`src/design/mmdf_pkg.sv`:
```
// Package for the moving mean difference filter.
// Holds the sequencer state type, the ring port control struct and fixed field widths.
// No dependencies.
`default_nettype none

package mmdf_pkg;

	localparam int unsigned SAMPLE_W = 16;
	localparam int unsigned RESULT_W = 17;

	typedef enum logic [2:0] {
		ST_IDLE,
		ST_READ,
		ST_START,
		ST_DIV,
		ST_FIN
	} state_t;

	typedef struct packed {
		logic rd_en;
		logic wr_en;
	} ring_ctl_t;

endpackage

`default_nettype wire

```
`src/design/mmdf_if.sv`:
```
// Valid/ready channel interfaces for the sample input and the result output.
// Depends on mmdf_pkg for field widths.
`default_nettype none

interface mmdf_in_if;
	logic                                  valid;
	logic                                  ready;
	logic signed [mmdf_pkg::SAMPLE_W-1:0]  sample;

	modport source (output valid, output sample, input ready);
	modport sink   (input valid, input sample, output ready);
endinterface

interface mmdf_out_if;
	logic                                  valid;
	logic                                  ready;
	logic signed [mmdf_pkg::RESULT_W-1:0]  mean_minus_sample;

	modport source (output valid, output mean_minus_sample, input ready);
	modport sink   (input valid, input mean_minus_sample, output ready);
endinterface

`default_nettype wire

```
`src/design/mmdf_ring.sv`:
```
// Sample ring storage: one write port, one read port with registered read data.
// Depends on mmdf_pkg (ring_ctl_t, SAMPLE_W).
`default_nettype none

module mmdf_ring #(
	parameter int unsigned DEPTH = 16,
	parameter int unsigned AW    = 4
) (
	input  wire logic                                 clk,
	input  wire mmdf_pkg::ring_ctl_t                  ctl,
	input  wire logic [AW-1:0]                        wr_addr,
	input  wire logic signed [mmdf_pkg::SAMPLE_W-1:0] wr_data,
	input  wire logic [AW-1:0]                        rd_addr,
	output logic signed [mmdf_pkg::SAMPLE_W-1:0]      rd_data_q
);

	logic signed [mmdf_pkg::SAMPLE_W-1:0] mem [DEPTH];

	always_ff @(posedge clk) begin
		if (ctl.wr_en) begin
			mem[wr_addr] <= wr_data;
		end
	end

	always_ff @(posedge clk) begin
		if (ctl.rd_en) begin
			rd_data_q <= mem[rd_addr];
		end
	end

endmodule

`default_nettype wire

```
`src/design/mmdf_div.sv`:
```
// Bit-serial restoring divider: unsigned dividend by unsigned divisor, one quotient bit
// per cycle. Standalone, no package dependency.
`default_nettype none

module mmdf_div #(
	parameter int unsigned DVD_W = 21,
	parameter int unsigned DSR_W = 5
) (
	input  wire logic             clk,
	input  wire logic             arst_n,
	input  wire logic             start,
	input  wire logic [DVD_W-1:0] dividend,
	input  wire logic [DSR_W-1:0] divisor,
	output logic                  done_q,
	output logic [DVD_W-1:0]      quotient
);

	localparam int unsigned IT_W = (DVD_W > 1) ? $clog2(DVD_W) : 1;

	logic             busy_q;
	logic [IT_W-1:0]  it_q;
	logic [DVD_W-1:0] dvd_q;
	logic [DSR_W-1:0] rem_q;
	logic [DSR_W-1:0] dsr_q;
	logic [DSR_W:0]   trial;
	logic [DSR_W:0]   diff;
	logic             fits;

	// shift in the next dividend bit and try the subtract
	assign trial = {rem_q, dvd_q[DVD_W-1]};
	assign diff  = trial - {1'b0, dsr_q};
	assign fits  = (trial >= {1'b0, dsr_q});

	always_ff @(posedge clk or negedge arst_n) begin
		if (!arst_n) begin
			busy_q <= 1'b0;
			done_q <= 1'b0;
			it_q   <= '0;
		end else begin
			done_q <= 1'b0;
			if (start) begin
				busy_q <= 1'b1;
				it_q   <= '0;
			end else if (busy_q) begin
				if (it_q == IT_W'(DVD_W - 1)) begin
					busy_q <= 1'b0;
					done_q <= 1'b1;
				end
				it_q <= it_q + 1'b1;
			end
		end
	end

	// quotient bits enter at the bottom as dividend bits leave the top
	always_ff @(posedge clk) begin
		if (start) begin
			dvd_q <= dividend;
			dsr_q <= divisor;
			rem_q <= '0;
		end else if (busy_q) begin
			dvd_q <= {dvd_q[DVD_W-2:0], fits};
			rem_q <= fits ? diff[DSR_W-1:0] : trial[DSR_W-1:0];
		end
	end

	assign quotient = dvd_q;

endmodule

`default_nettype wire

```
`src/design/moving_mean_difference_filter.sv`:
```
// Moving mean difference filter, top level: sequencer, running sum and output register.
// Depends on mmdf_pkg, mmdf_if, mmdf_ring and mmdf_div.
//
//  channel | dir | payload                      | transaction when
//  --------+-----+------------------------------+----------------------------
//  smp     | in  | sample            s16        | smp.valid && smp.ready
//  res     | out | mean_minus_sample s17        | res.valid && res.ready
//
// Sequencing: after acceptance a sample passes through READ, START, DIV and FIN
// before smp.ready returns; in DIV the serial divider makes one quotient bit per
// cycle over the SUM_W-bit sum.
// smp.ready is high only while the sequencer is idle.
// The result sits in an output register, so a stalled res does not hold off the
// next sample; only loading a new result waits for the register to empty.
// Reset: asynchronous, active low; clears sequencer, pointer, fill count, sum and output valid.
// The ring itself is not cleared: a slot not yet written is read only while the
// fill count is below WINDOW_LEN, and then its value is taken as zero.
`default_nettype none

module moving_mean_difference_filter #(
	parameter int unsigned WINDOW_LEN = 16
) (
	input  wire logic  clk,
	input  wire logic  arst_n,
	mmdf_in_if.sink    smp,
	mmdf_out_if.source res
);

	localparam int unsigned PTR_W = (WINDOW_LEN > 1) ? $clog2(WINDOW_LEN) : 1;
	localparam int unsigned CNT_W = $clog2(WINDOW_LEN + 1);
	localparam int unsigned SUM_W = mmdf_pkg::SAMPLE_W + PTR_W + 1;
	localparam int unsigned SW    = mmdf_pkg::SAMPLE_W;
	localparam int unsigned RW    = mmdf_pkg::RESULT_W;

	mmdf_pkg::state_t    state_q, state_d;
	mmdf_pkg::ring_ctl_t ring_ctl;

	logic                 accept;
	logic                 div_start;
	logic                 out_load;

	logic signed [SW-1:0]    sample_q;
	logic [PTR_W-1:0]        ptr_q;
	logic [CNT_W-1:0]        fill_q;
	logic signed [SUM_W-1:0] sum_q;
	logic                    neg_q;
	logic signed [SW-1:0]    old_rd;
	logic signed [SW-1:0]    old_val;
	logic                    full;

	logic [SUM_W-1:0]        sum_mag;
	logic                    div_done;
	logic [SUM_W-1:0]        quot;

	logic signed [RW:0]      mean;
	logic signed [RW:0]      diff;

	logic                    out_valid_q;
	logic signed [RW-1:0]    out_q;

	assign accept = smp.valid && smp.ready;
	assign full   = (fill_q == CNT_W'(WINDOW_LEN));

	// A slot is read before the window has filled only when it was never written.
	assign old_val = full ? old_rd : '0;

	mmdf_ring #(
		.DEPTH (WINDOW_LEN),
		.AW    (PTR_W)
	) u_ring (
		.clk       (clk),
		.ctl       (ring_ctl),
		.wr_addr   (ptr_q),
		.wr_data   (sample_q),
		.rd_addr   (ptr_q),
		.rd_data_q (old_rd)
	);

	// Magnitude of the sum; its most negative value never occurs, so it fits unsigned.
	assign sum_mag = sum_q[SUM_W-1] ? SUM_W'(-sum_q) : SUM_W'(sum_q);

	mmdf_div #(
		.DVD_W (SUM_W),
		.DSR_W (CNT_W)
	) u_div (
		.clk      (clk),
		.arst_n   (arst_n),
		.start    (div_start),
		.dividend (sum_mag),
		.divisor  (fill_q),
		.done_q   (div_done),
		.quotient (quot)
	);

	// next state
	always_comb begin
		state_d = state_q;
		case (state_q)
			mmdf_pkg::ST_IDLE: begin
				if (smp.valid) begin
					state_d = mmdf_pkg::ST_READ;
				end
			end
			mmdf_pkg::ST_READ:  state_d = mmdf_pkg::ST_START;
			mmdf_pkg::ST_START: state_d = mmdf_pkg::ST_DIV;
			mmdf_pkg::ST_DIV: begin
				if (div_done) begin
					state_d = mmdf_pkg::ST_FIN;
				end
			end
			mmdf_pkg::ST_FIN: begin
				if (!out_valid_q || res.ready) begin
					state_d = mmdf_pkg::ST_IDLE;
				end
			end
			default: state_d = mmdf_pkg::ST_IDLE;
		endcase
	end

	// state decode
	always_comb begin
		smp.ready      = 1'b0;
		ring_ctl.rd_en = 1'b0;
		ring_ctl.wr_en = 1'b0;
		div_start      = 1'b0;
		out_load       = 1'b0;
		case (state_q)
			mmdf_pkg::ST_IDLE: begin
				smp.ready      = 1'b1;
				ring_ctl.rd_en = smp.valid;
			end
			mmdf_pkg::ST_READ:  ring_ctl.wr_en = 1'b1;
			mmdf_pkg::ST_START: div_start = 1'b1;
			mmdf_pkg::ST_DIV:   ;
			mmdf_pkg::ST_FIN:   out_load = !out_valid_q || res.ready;
			default:            ;
		endcase
	end

	always_ff @(posedge clk or negedge arst_n) begin
		if (!arst_n) begin
			state_q <= mmdf_pkg::ST_IDLE;
		end else begin
			state_q <= state_d;
		end
	end

	// window state: oldest sample leaves the sum, the new one enters
	always_ff @(posedge clk or negedge arst_n) begin
		if (!arst_n) begin
			ptr_q  <= '0;
			fill_q <= '0;
			sum_q  <= '0;
		end else if (ring_ctl.wr_en) begin
			sum_q <= sum_q - SUM_W'(old_val) + SUM_W'(sample_q);
			if (ptr_q == PTR_W'(WINDOW_LEN - 1)) begin
				ptr_q <= '0;
			end else begin
				ptr_q <= ptr_q + 1'b1;
			end
			if (!full) begin
				fill_q <= fill_q + 1'b1;
			end
		end
	end

	always_ff @(posedge clk) begin
		if (accept) begin
			sample_q <= smp.sample;
		end
		if (div_start) begin
			neg_q <= sum_q[SUM_W-1];
		end
	end

	// truncation toward zero: divide magnitudes, then restore the sign
	assign mean = neg_q ? -(RW+1)'(quot) : (RW+1)'(quot);
	assign diff = mean - (RW+1)'(sample_q);

	always_ff @(posedge clk or negedge arst_n) begin
		if (!arst_n) begin
			out_valid_q <= 1'b0;
		end else if (out_load) begin
			out_valid_q <= 1'b1;
		end else if (res.ready) begin
			out_valid_q <= 1'b0;
		end
	end

	always_ff @(posedge clk) begin
		if (out_load) begin
			out_q <= diff[RW-1:0];
		end
	end

	assign res.valid             = out_valid_q;
	assign res.mean_minus_sample = out_q;

endmodule

`default_nettype wire

```
`src/flat_wrapper.sv`:
```
// flat-port wrapper written by rule: the top's interface ports become plain ports
module moving_mean_difference_filter_flat 
#(
	parameter int unsigned WINDOW_LEN = 16
)
  (clk, arst_n, smp_valid, smp_sample, smp_ready, res_valid, res_mean_minus_sample, res_ready);
  mmdf_in_if smp_i ();
  mmdf_out_if res_i ();
  input  wire logic clk;
  input  wire logic arst_n;
  input wire logic [$bits(smp_i.valid)-1:0] smp_valid;
  input wire logic [$bits(smp_i.sample)-1:0] smp_sample;
  output wire logic [$bits(smp_i.ready)-1:0] smp_ready;
  output wire logic [$bits(res_i.valid)-1:0] res_valid;
  output wire logic [$bits(res_i.mean_minus_sample)-1:0] res_mean_minus_sample;
  input wire logic [$bits(res_i.ready)-1:0] res_ready;
  assign smp_i.valid = smp_valid;
  assign smp_i.sample = smp_sample;
  assign smp_ready = smp_i.ready;
  assign res_valid = res_i.valid;
  assign res_mean_minus_sample = res_i.mean_minus_sample;
  assign res_i.ready = res_ready;
  moving_mean_difference_filter #(.WINDOW_LEN(WINDOW_LEN)) u_core (.clk(clk), .arst_n(arst_n), .smp(smp_i), .res(res_i));
endmodule
```
`config.mk`:
```
export PLATFORM = sky130hd
export DESIGN_NAME = moving_mean_difference_filter_flat
export DESIGN_NICKNAME = d
export VERILOG_FILES = /design/src/design/mmdf_pkg.sv /design/src/design/mmdf_if.sv /design/src/design/mmdf_ring.sv /design/src/design/mmdf_div.sv /design/src/design/moving_mean_difference_filter.sv /design/src/flat_wrapper.sv
export SDC_FILE = /design/constraint.sdc
export NUM_CORES = 1
export LEC_CHECK = 0
export BUFFER_PORTS_ARGS = -buffer_cell sky130_fd_sc_hd__buf_2
export CAP_MARGIN = 20
export CORE_MARGIN = 4
export CORE_UTILIZATION = 40
export DETAILED_ROUTE_END_ITERATION = 8
export GPL_ROUTABILITY_DRIVEN = 0
export PLACE_DENSITY = 0.64
export SYNTH_ARGS = -nofsm -noshare
export SYNTH_HDL_FRONTEND = slang
export SYNTH_SLANG_ARGS = --single-unit
```
`constraint.sdc`:
```
create_clock -name clk -period 4.2 [get_ports clk]
set_input_delay 0.84 -clock clk [delete_from_list [all_inputs] [get_ports clk]]
set_output_delay 0.84 -clock clk [all_outputs]
set_load 0.02 [all_outputs]
```
==> flow_summary_export.csv, run 1 <==
group,metric,value,unit
status,outcome,"completed",
layout,final_area,0.0199,sq mm
timing,drv_slew,0,
yosys,synth_common_cells,"edfxtp_1 (332), inv_1 (106), nand2_1 (88), mux4_2 (80), o21ai_0 (65)",
worst_setup_path,crit_top_cell,"a211oi_2",
timing,rsz0062_at_grt,"no",
yosys,syn-cell-area,0.0175,sq mm
worst_setup_path,cp_max_fo,17,
timing,fin_tns_setup,0,ps
layout,drive_above_1_share,0.175,
yosys,synth_area_leaders,"edfxtp_1 (57%), mux4_2 (10%), dfrtp_1 (5.9%)",
timing,fin_ws,249,ps
worst_setup_path,r2r-end,"u_core.sum_q[20]",
worst_setup_path,regToRegSetupSlack,250,ps
pwr,finalPower,13.0,mW
floorplanning,start_util,0.406,
floorplanning,core_area,0.0432,sq mm
worst_setup_path,critPathLaunchType,"flip-flop",
yosys,synth-seq-cells,378,
placed_design,place_area,0.0186,sq mm
floorplanning,die_height,217,um
worst_setup_path,ff2ff_path_depth,15,
timing,min_period,3950,ps
clock_tree,clkSinkCount,378,
floorplanning,ios,39,
clock_tree,ctsHtreeMaxLevel,2,
timing,slew_headroom,0.325,
global_route,grt_pass1_vias,9706,
worst_setup_path,slowest_stage,"or4_1",
timing,fin_crit_sh,0.941,
layout,fin_cells,1857,
worst_setup_path,crit_family,"compound AO/OA/AOI/OAI gates",
yosys,synth_area_leader_cell,"edfxtp_1",
detailed_routing,ant_nets,0,
layout,synthToLayoutAreaGrowth,13.7,%
detailed_routing,first_iter_violations,836,
clock_tree,cts_buffers,40,
clock_tree,cts_root_buf,"clkbuf_16",
detailed_routing,dr.pass1.iters,5,
yosys,synth_cell_type_count,59,
yosys,async_flop_share,0.108,
yosys,yosysMostFrequentCell,"edfxtp_1",
yosys,synth_nets,1263,
pwr,irDropWorstVdd,0.313,mV
worst_setup_path,endpoint_kind,"flip-flop",
timing,setup_viol,0,
timing,tightest_slew,1010,ps
layout,post-route-util,0.461,
worst_setup_path,crit_type,"reg2reg",
clock_tree,clk_latency,570,ps
pwr,total_leakage_power,7.19,nW
placed_design,dp_hpwl,23.6,mm
detailed_routing,drcViolationCount,0,
min_path,min-delay-path-class,"in2async",
clock_tree,clkTransAtPathRegs,60,ps
clock_tree,cts_setup_buffers,0,
floorplanning,fp.dieW,217,um
global_route,grt_pass1_wl,57.0,mm
global_route,grt_max_degree,46,
clock_tree,cts_tree,"yes",
worst_setup_path,cp.buffers_inverters,3,
yosys,yosys_warnings,0,
job,maxCapViolations,0,
yosys,seq_area_frac_synth,0.634,
global_route,antenna_found_initial,0,
global_route,grt_usage,0.157,
global_route,grt_overflow,0,
layout,final_net_count,1336,
worst_setup_path,arrival,4410,ps
placed_design,place_ws,37.6,ps
clock_tree,clock_path_buffers,3,
worst_setup_path,cp.depth,15,
yosys,synth_edf_count,332,
detailed_routing,post_drt_wl_per_cell,19.5,um
timing,fin_hold_ws,115,ps
placed_design,numPortBuffers,38,
worst_setup_path,critical-path-max-stage-delay,510,ps
timing,fin_worst_skew,38.7,ps
layout,diodes,0,
timing,timing.fmax,253,MHz
worst_setup_path,timing.rr.start,"u_core.fill_q[0]",
yosys,syn_avg_cell_area,15.0,sq um
yosys,syn_inst,1169,
detailed_routing,wl,36.2,mm
layout,fill_cells,3831,
yosys,yosys.area.top_type_share,0.569,
yosys,synth_ff_type,"edfxtp_1",
worst_setup_path,path_cells,"inv_2 -> ha_1 -> nor4bb_2 -> buf_4 -> and2_1 -> fa_1 -> inv_1 -> fa_2 -> a211oi_2 -> o21a_1 -> a211oi_2 -> o32a_1 -> or4_1 -> o211ai_1 -> xor2_1",
timing,hold_viol_final,0,
pwr,powerDensity,654,mW/mm^2
worst_setup_path,cp.required,4660,ps
floorplanning,dieArea,0.0472,sq mm
placed_design,dp_cells,1784,
floorplanning,row_count,76,
detailed_routing,viasPerCell,5.14,
detailed_routing,vias,9538,
==> flip-flops by register name, summed over array words and instances (netlist names), 16 cells and up <==
register                      cells
u_core.sample_q                  16
u_core.u_ring.mem               256
u_core.sum_q                     21
u_core.u_div.quotient            21
u_core.u_ring.rd_data_q          16
u_core.res.mean_minus_sample     17
==> report_power, final <==
| group | internal [mW] | switching, mW |
|---|---|---|
| logic | 2.18 | 2.30 |
| registers | 4.57 | 0.499 |
| clock network | 2.03 | 1.45 |
| total | 8.78 | 4.25 |
==> placed cells by master, fill, tap and decap left out, drive strengths merged, types with 6 or more instances in the layout <==
cell type and n:
a211oi 10, nor3 16, fa 22, o21a 7, a21o 10, mux4 80
edfxtp 332, and3 6, a21oi 34, nand3 12, nand2 88, xnor2 58
nand4 13, inv 107, clkinv 11, o21ai 67, nor2b 9, dfrtp 41
ha 52, buf 72, nor2 37, xor2 18, and2 35, o21bai 6
o31ai 8, mux2i 7, clkbuf 58
==> final cells by class <==
class | instances | area [sq um] | area share
Sequential cell | 378 | 11100 | 0.557
Multi-Input combinational cell | 644 | 5890 | 0.296
Clock buffer | 58 | 1140 | 0.0573
Tap cell | 585 | 732 | 0.0368
Timing Repair Buffer | 72 | 483 | 0.0243
Inverter | 106 | 398 | 0.0200
Clock inverter | 14 | 166 | 0.00836
==> layer usage <==
metal | vias up | wire [um] | track usage
li1 | 4508 | - | -
met1 | 4753 | 15700 | 0.217
met2 | 229 | 17700 | 0.261
met3 | 48 | 2080 | 0.0297
met4 | 0 | 708 | 0.0371
met5 | - | 0 | 0
==> worst max-delay path by stage <==
| stage | startpoint | to | slack (ps) |
|---|---|---|---|
| global route | u_core.fill_q[1] | u_core.sum_q[20] | 30 |
| global placement | u_core.fill_q[0] | u_core.sum_q[20] | 160 |
| CTS | u_core.fill_q[0] | u_core.sum_q[20] | 40 |
| detailed placement | u_core.fill_q[0] | u_core.sum_q[20] | 40 |
| finish | u_core.fill_q[0] | u_core.sum_q[20] | 250 |
| floorplan | u_core.fill_q[0] | u_core.sum_q[20] | 190 |
==> kinds of logic after synthesis <==
group           synth area share
xor+xnor                  0.0380
fa+ha+maj                 0.0623
buf+inv                   0.0316
compound gates            0.0598
mux                        0.107
flops                      0.634
simple gates              0.0679
==> what timing repair did <==
| action | in CTS | in global routing |
|---|---|---|
| setup endpoints to repair | 1 | 4 |
| hold buffers | 0 | 0 |
| resized for setup | 1 | 6 |
| pin swaps | 0 | 5 |
Note: power is estimated with default switching activity, not from simulation.
==> run 2: changes to the inputs <==
--- a/config.mk
+++ b/config.mk
@@ -5,13 +5,12 @@
 export SDC_FILE = /design/constraint.sdc
 export NUM_CORES = 1
 export LEC_CHECK = 0
-export BUFFER_PORTS_ARGS = -buffer_cell sky130_fd_sc_hd__buf_2
-export CAP_MARGIN = 20
 export CORE_MARGIN = 4
 export CORE_UTILIZATION = 40
 export DETAILED_ROUTE_END_ITERATION = 8
+export DONT_BUFFER_PORTS = 1
 export GPL_ROUTABILITY_DRIVEN = 0
-export PLACE_DENSITY = 0.64
+export PLACE_DENSITY = 0.63
 export SYNTH_ARGS = -nofsm -noshare
 export SYNTH_HDL_FRONTEND = slang
 export SYNTH_SLANG_ARGS = --single-unit
==> run 2 against run 1 <==
Against the previous run: worst hold slack lost 4.1 ps; final area down 0.65%; setup slack lost 3.9 ps; clock skew decreased by 17 ps; utilization is 0.30 points lower; highest routed layer unchanged; non-clock buffer count decreased by 38; global-route usage fell by 0.17 points; sequential cell count did not move; sequential share of layout area grew 0.37 points; critical path type unchanged; clock power up 5.7%.
==> flow_summary_export.csv, run 2 (same netlist as run 1, synthesis figures left out) <==
group,metric,value,unit
status,outcome,"completed",
timing,rsz0062_at_grt,"no",
timing,fin_crit_sh,0.942,
layout,fill_cells,3761,
timing,fin_worst_skew,22.0,ps
layout,top_register,"u_core.u_ring.mem",
global_route,grt_max_degree,53,
detailed_routing,first_iter_violations,723,
worst_setup_path,critical-path-max-stage-delay,510,ps
timing,min_period,3960,ps
placed_design,dp_hpwl,24.0,mm
clock_tree,clkTransAtPathRegs,60,ps
floorplanning,ios,39,
worst_setup_path,regToRegSetupSlack,240,ps
timing,fin_ws,245,ps
detailed_routing,post_drt_wl_per_cell,19.8,um
layout,final_cell_mix,"edfxtp_1 (332), inv_1 (106), nand2_1 (88)",
layout,final_net_count,1299,
worst_setup_path,crit_type,"reg2reg",
pwr,powerDensity,668,mW/mm^2
global_route,grt_pass1_vias,9751,
floorplanning,core_area,0.0432,sq mm
worst_setup_path,cp.required,4680,ps
layout,drive_above_1_share,0.150,
worst_setup_path,r2r-end,"u_core.sum_q[20]",
worst_setup_path,cp.buffers_inverters,3,
global_route,antenna_found_initial,0,
worst_setup_path,timing.rr.start,"u_core.fill_q[0]",
worst_setup_path,crit_top_cell,"ha_1",
timing,hold_viol_final,0,
timing,fin_tns_setup,0,ps
worst_setup_path,cp_max_fo,17,
detailed_routing,dr.pass1.iters,5,
worst_setup_path,crit_family,"adder cells",
floorplanning,die_height,217,um
placed_design,place_ws,63.2,ps
detailed_routing,wl,36.1,mm
worst_setup_path,path_cells,"inv_1 -> ha_1 -> nor4bb_2 -> buf_4 -> and2_1 -> ha_1 -> inv_1 -> ha_1 -> fa_2 -> a211oi_2 -> o21a_1 -> a211oi_1 -> o32a_1 -> or4_1 -> o211ai_1 -> xor2_1",
worst_setup_path,ff2ff_path_depth,16,
layout,largest_reg_flops,256,
clock_tree,ctsHtreeMaxLevel,2,
clock_tree,cts_root_buf,"clkbuf_16",
clock_tree,clkSinkCount,378,
detailed_routing,vias,9549,
clock_tree,clk_latency,570,ps
floorplanning,start_util,0.406,
global_route,grt_pass1_wl,56.6,mm
clock_tree,cts_tree,"yes",
worst_setup_path,endpoint_kind,"flip-flop",
clock_tree,clock_path_buffers,3,
min_path,min-delay-path-class,"in2async",
global_route,grt_overflow,0,
worst_setup_path,arrival,4440,ps
floorplanning,dieArea,0.0472,sq mm
worst_setup_path,slowest_stage,"or4_1",
worst_setup_path,critPathLaunchType,"flip-flop",
timing,timing.fmax,253,MHz
timing,setup_viol,0,
detailed_routing,drcViolationCount,0,
job,maxCapViolations,0,
timing,tightest_slew,1170,ps
layout,synthToLayoutAreaGrowth,13.0,%
timing,slew_headroom,0.218,
layout,final_common_cell,"edfxtp_1",
detailed_routing,ant_nets,0,
floorplanning,row_count,76,
placed_design,numPortBuffers,0,
detailed_routing,viasPerCell,5.24,
pwr,irDropWorstVdd,0.388,mV
floorplanning,fp.dieW,217,um
global_route,grt_usage,0.156,
layout,diodes,0,
timing,drv_slew,0,
pwr,total_leakage_power,7.07,nW
clock_tree,cts_buffers,41,
## run 2: changes by cell type in the layout (fill, tap and decap cells not counted), sizes merged
cell / before / now
clkinv: 11 / 13
clkinvlp: 0 / 1
buf: 72 / 34
inv: 107 / 108
bufinv: 2 / 5
clkbuf: 58 / 55
## run 2: what timing repair did
item,in CTS,in global routing
buffers inserted,0,1
hold buffers,1,0
hold endpoints to repair,41,0
gates resized for setup,0,3
endpoints found under the setup margin,0,4
## run 2: how the worst max path moves through the flow
stage	slack, ps	cells past startpoint	endpoint	start
6_report	240	16	u_core.sum_q[20]	u_core.fill_q[0]
5_1_grt	4	15	u_core.sum_q[17]	u_core.fill_q[0]
4_1_cts	30	15	u_core.sum_q[20]	u_core.fill_q[0]
3_5_place_dp	60	15	u_core.sum_q[20]	u_core.fill_q[0]
3_3_place_gp	150	15	u_core.sum_q[20]	u_core.fill_q[0]
2_1_floorplan	190	15	u_core.sum_q[20]	u_core.fill_q[0]
## run 2: area by class of cell
type	instances	area [sq um]	share of cell area
Timing Repair Buffer	34	275	0.0139
Clock inverter	21	283	0.0143
Inverter	106	398	0.0201
Tap cell	585	732	0.0370
Sequential cell	378	11100	0.561
Multi-Input combinational cell	644	5880	0.297
Clock buffer	55	1110	0.0561
## run 2: metal layers
layer  GRT usage  wire length, um  vias up  part of all wire
met3      0.0230             1820       60             0.050
met2       0.253            17400      261              0.48
li1            -                -     4439                 -
met1       0.220            16000     4789              0.44
met5           0                0        -                 0
met4      0.0447              870        0             0.024
## run 2: report_power, final
part	internal (mW)	switching (mW)	total, mW
sequential	4.57	0.576	5.14
combinational	2.17	2.23	4.40
clock	2.19	1.49	3.68
## run 2: stage by stage
| stage | hold WS [ps] | cell area (sq um) | util | std cells | power (mW) |
|---|---|---|---|---|---|
| floorplan | 450 | 17500 | - | 1169 | 8.63 |
| global route | 110 | 19800 | 0.458 | 1823 | 14.1 |
| CTS | 90.4 | 19800 | 0.458 | 1822 | 13.3 |
| finish | 110 | 19800 | 0.458 | 1823 | 13.2 |
| global placement | 466 | 18300 | 0.425 | 1745 | 9.48 |
| detailed placement | 477 | 18300 | 0.425 | 1745 | 9.58 |
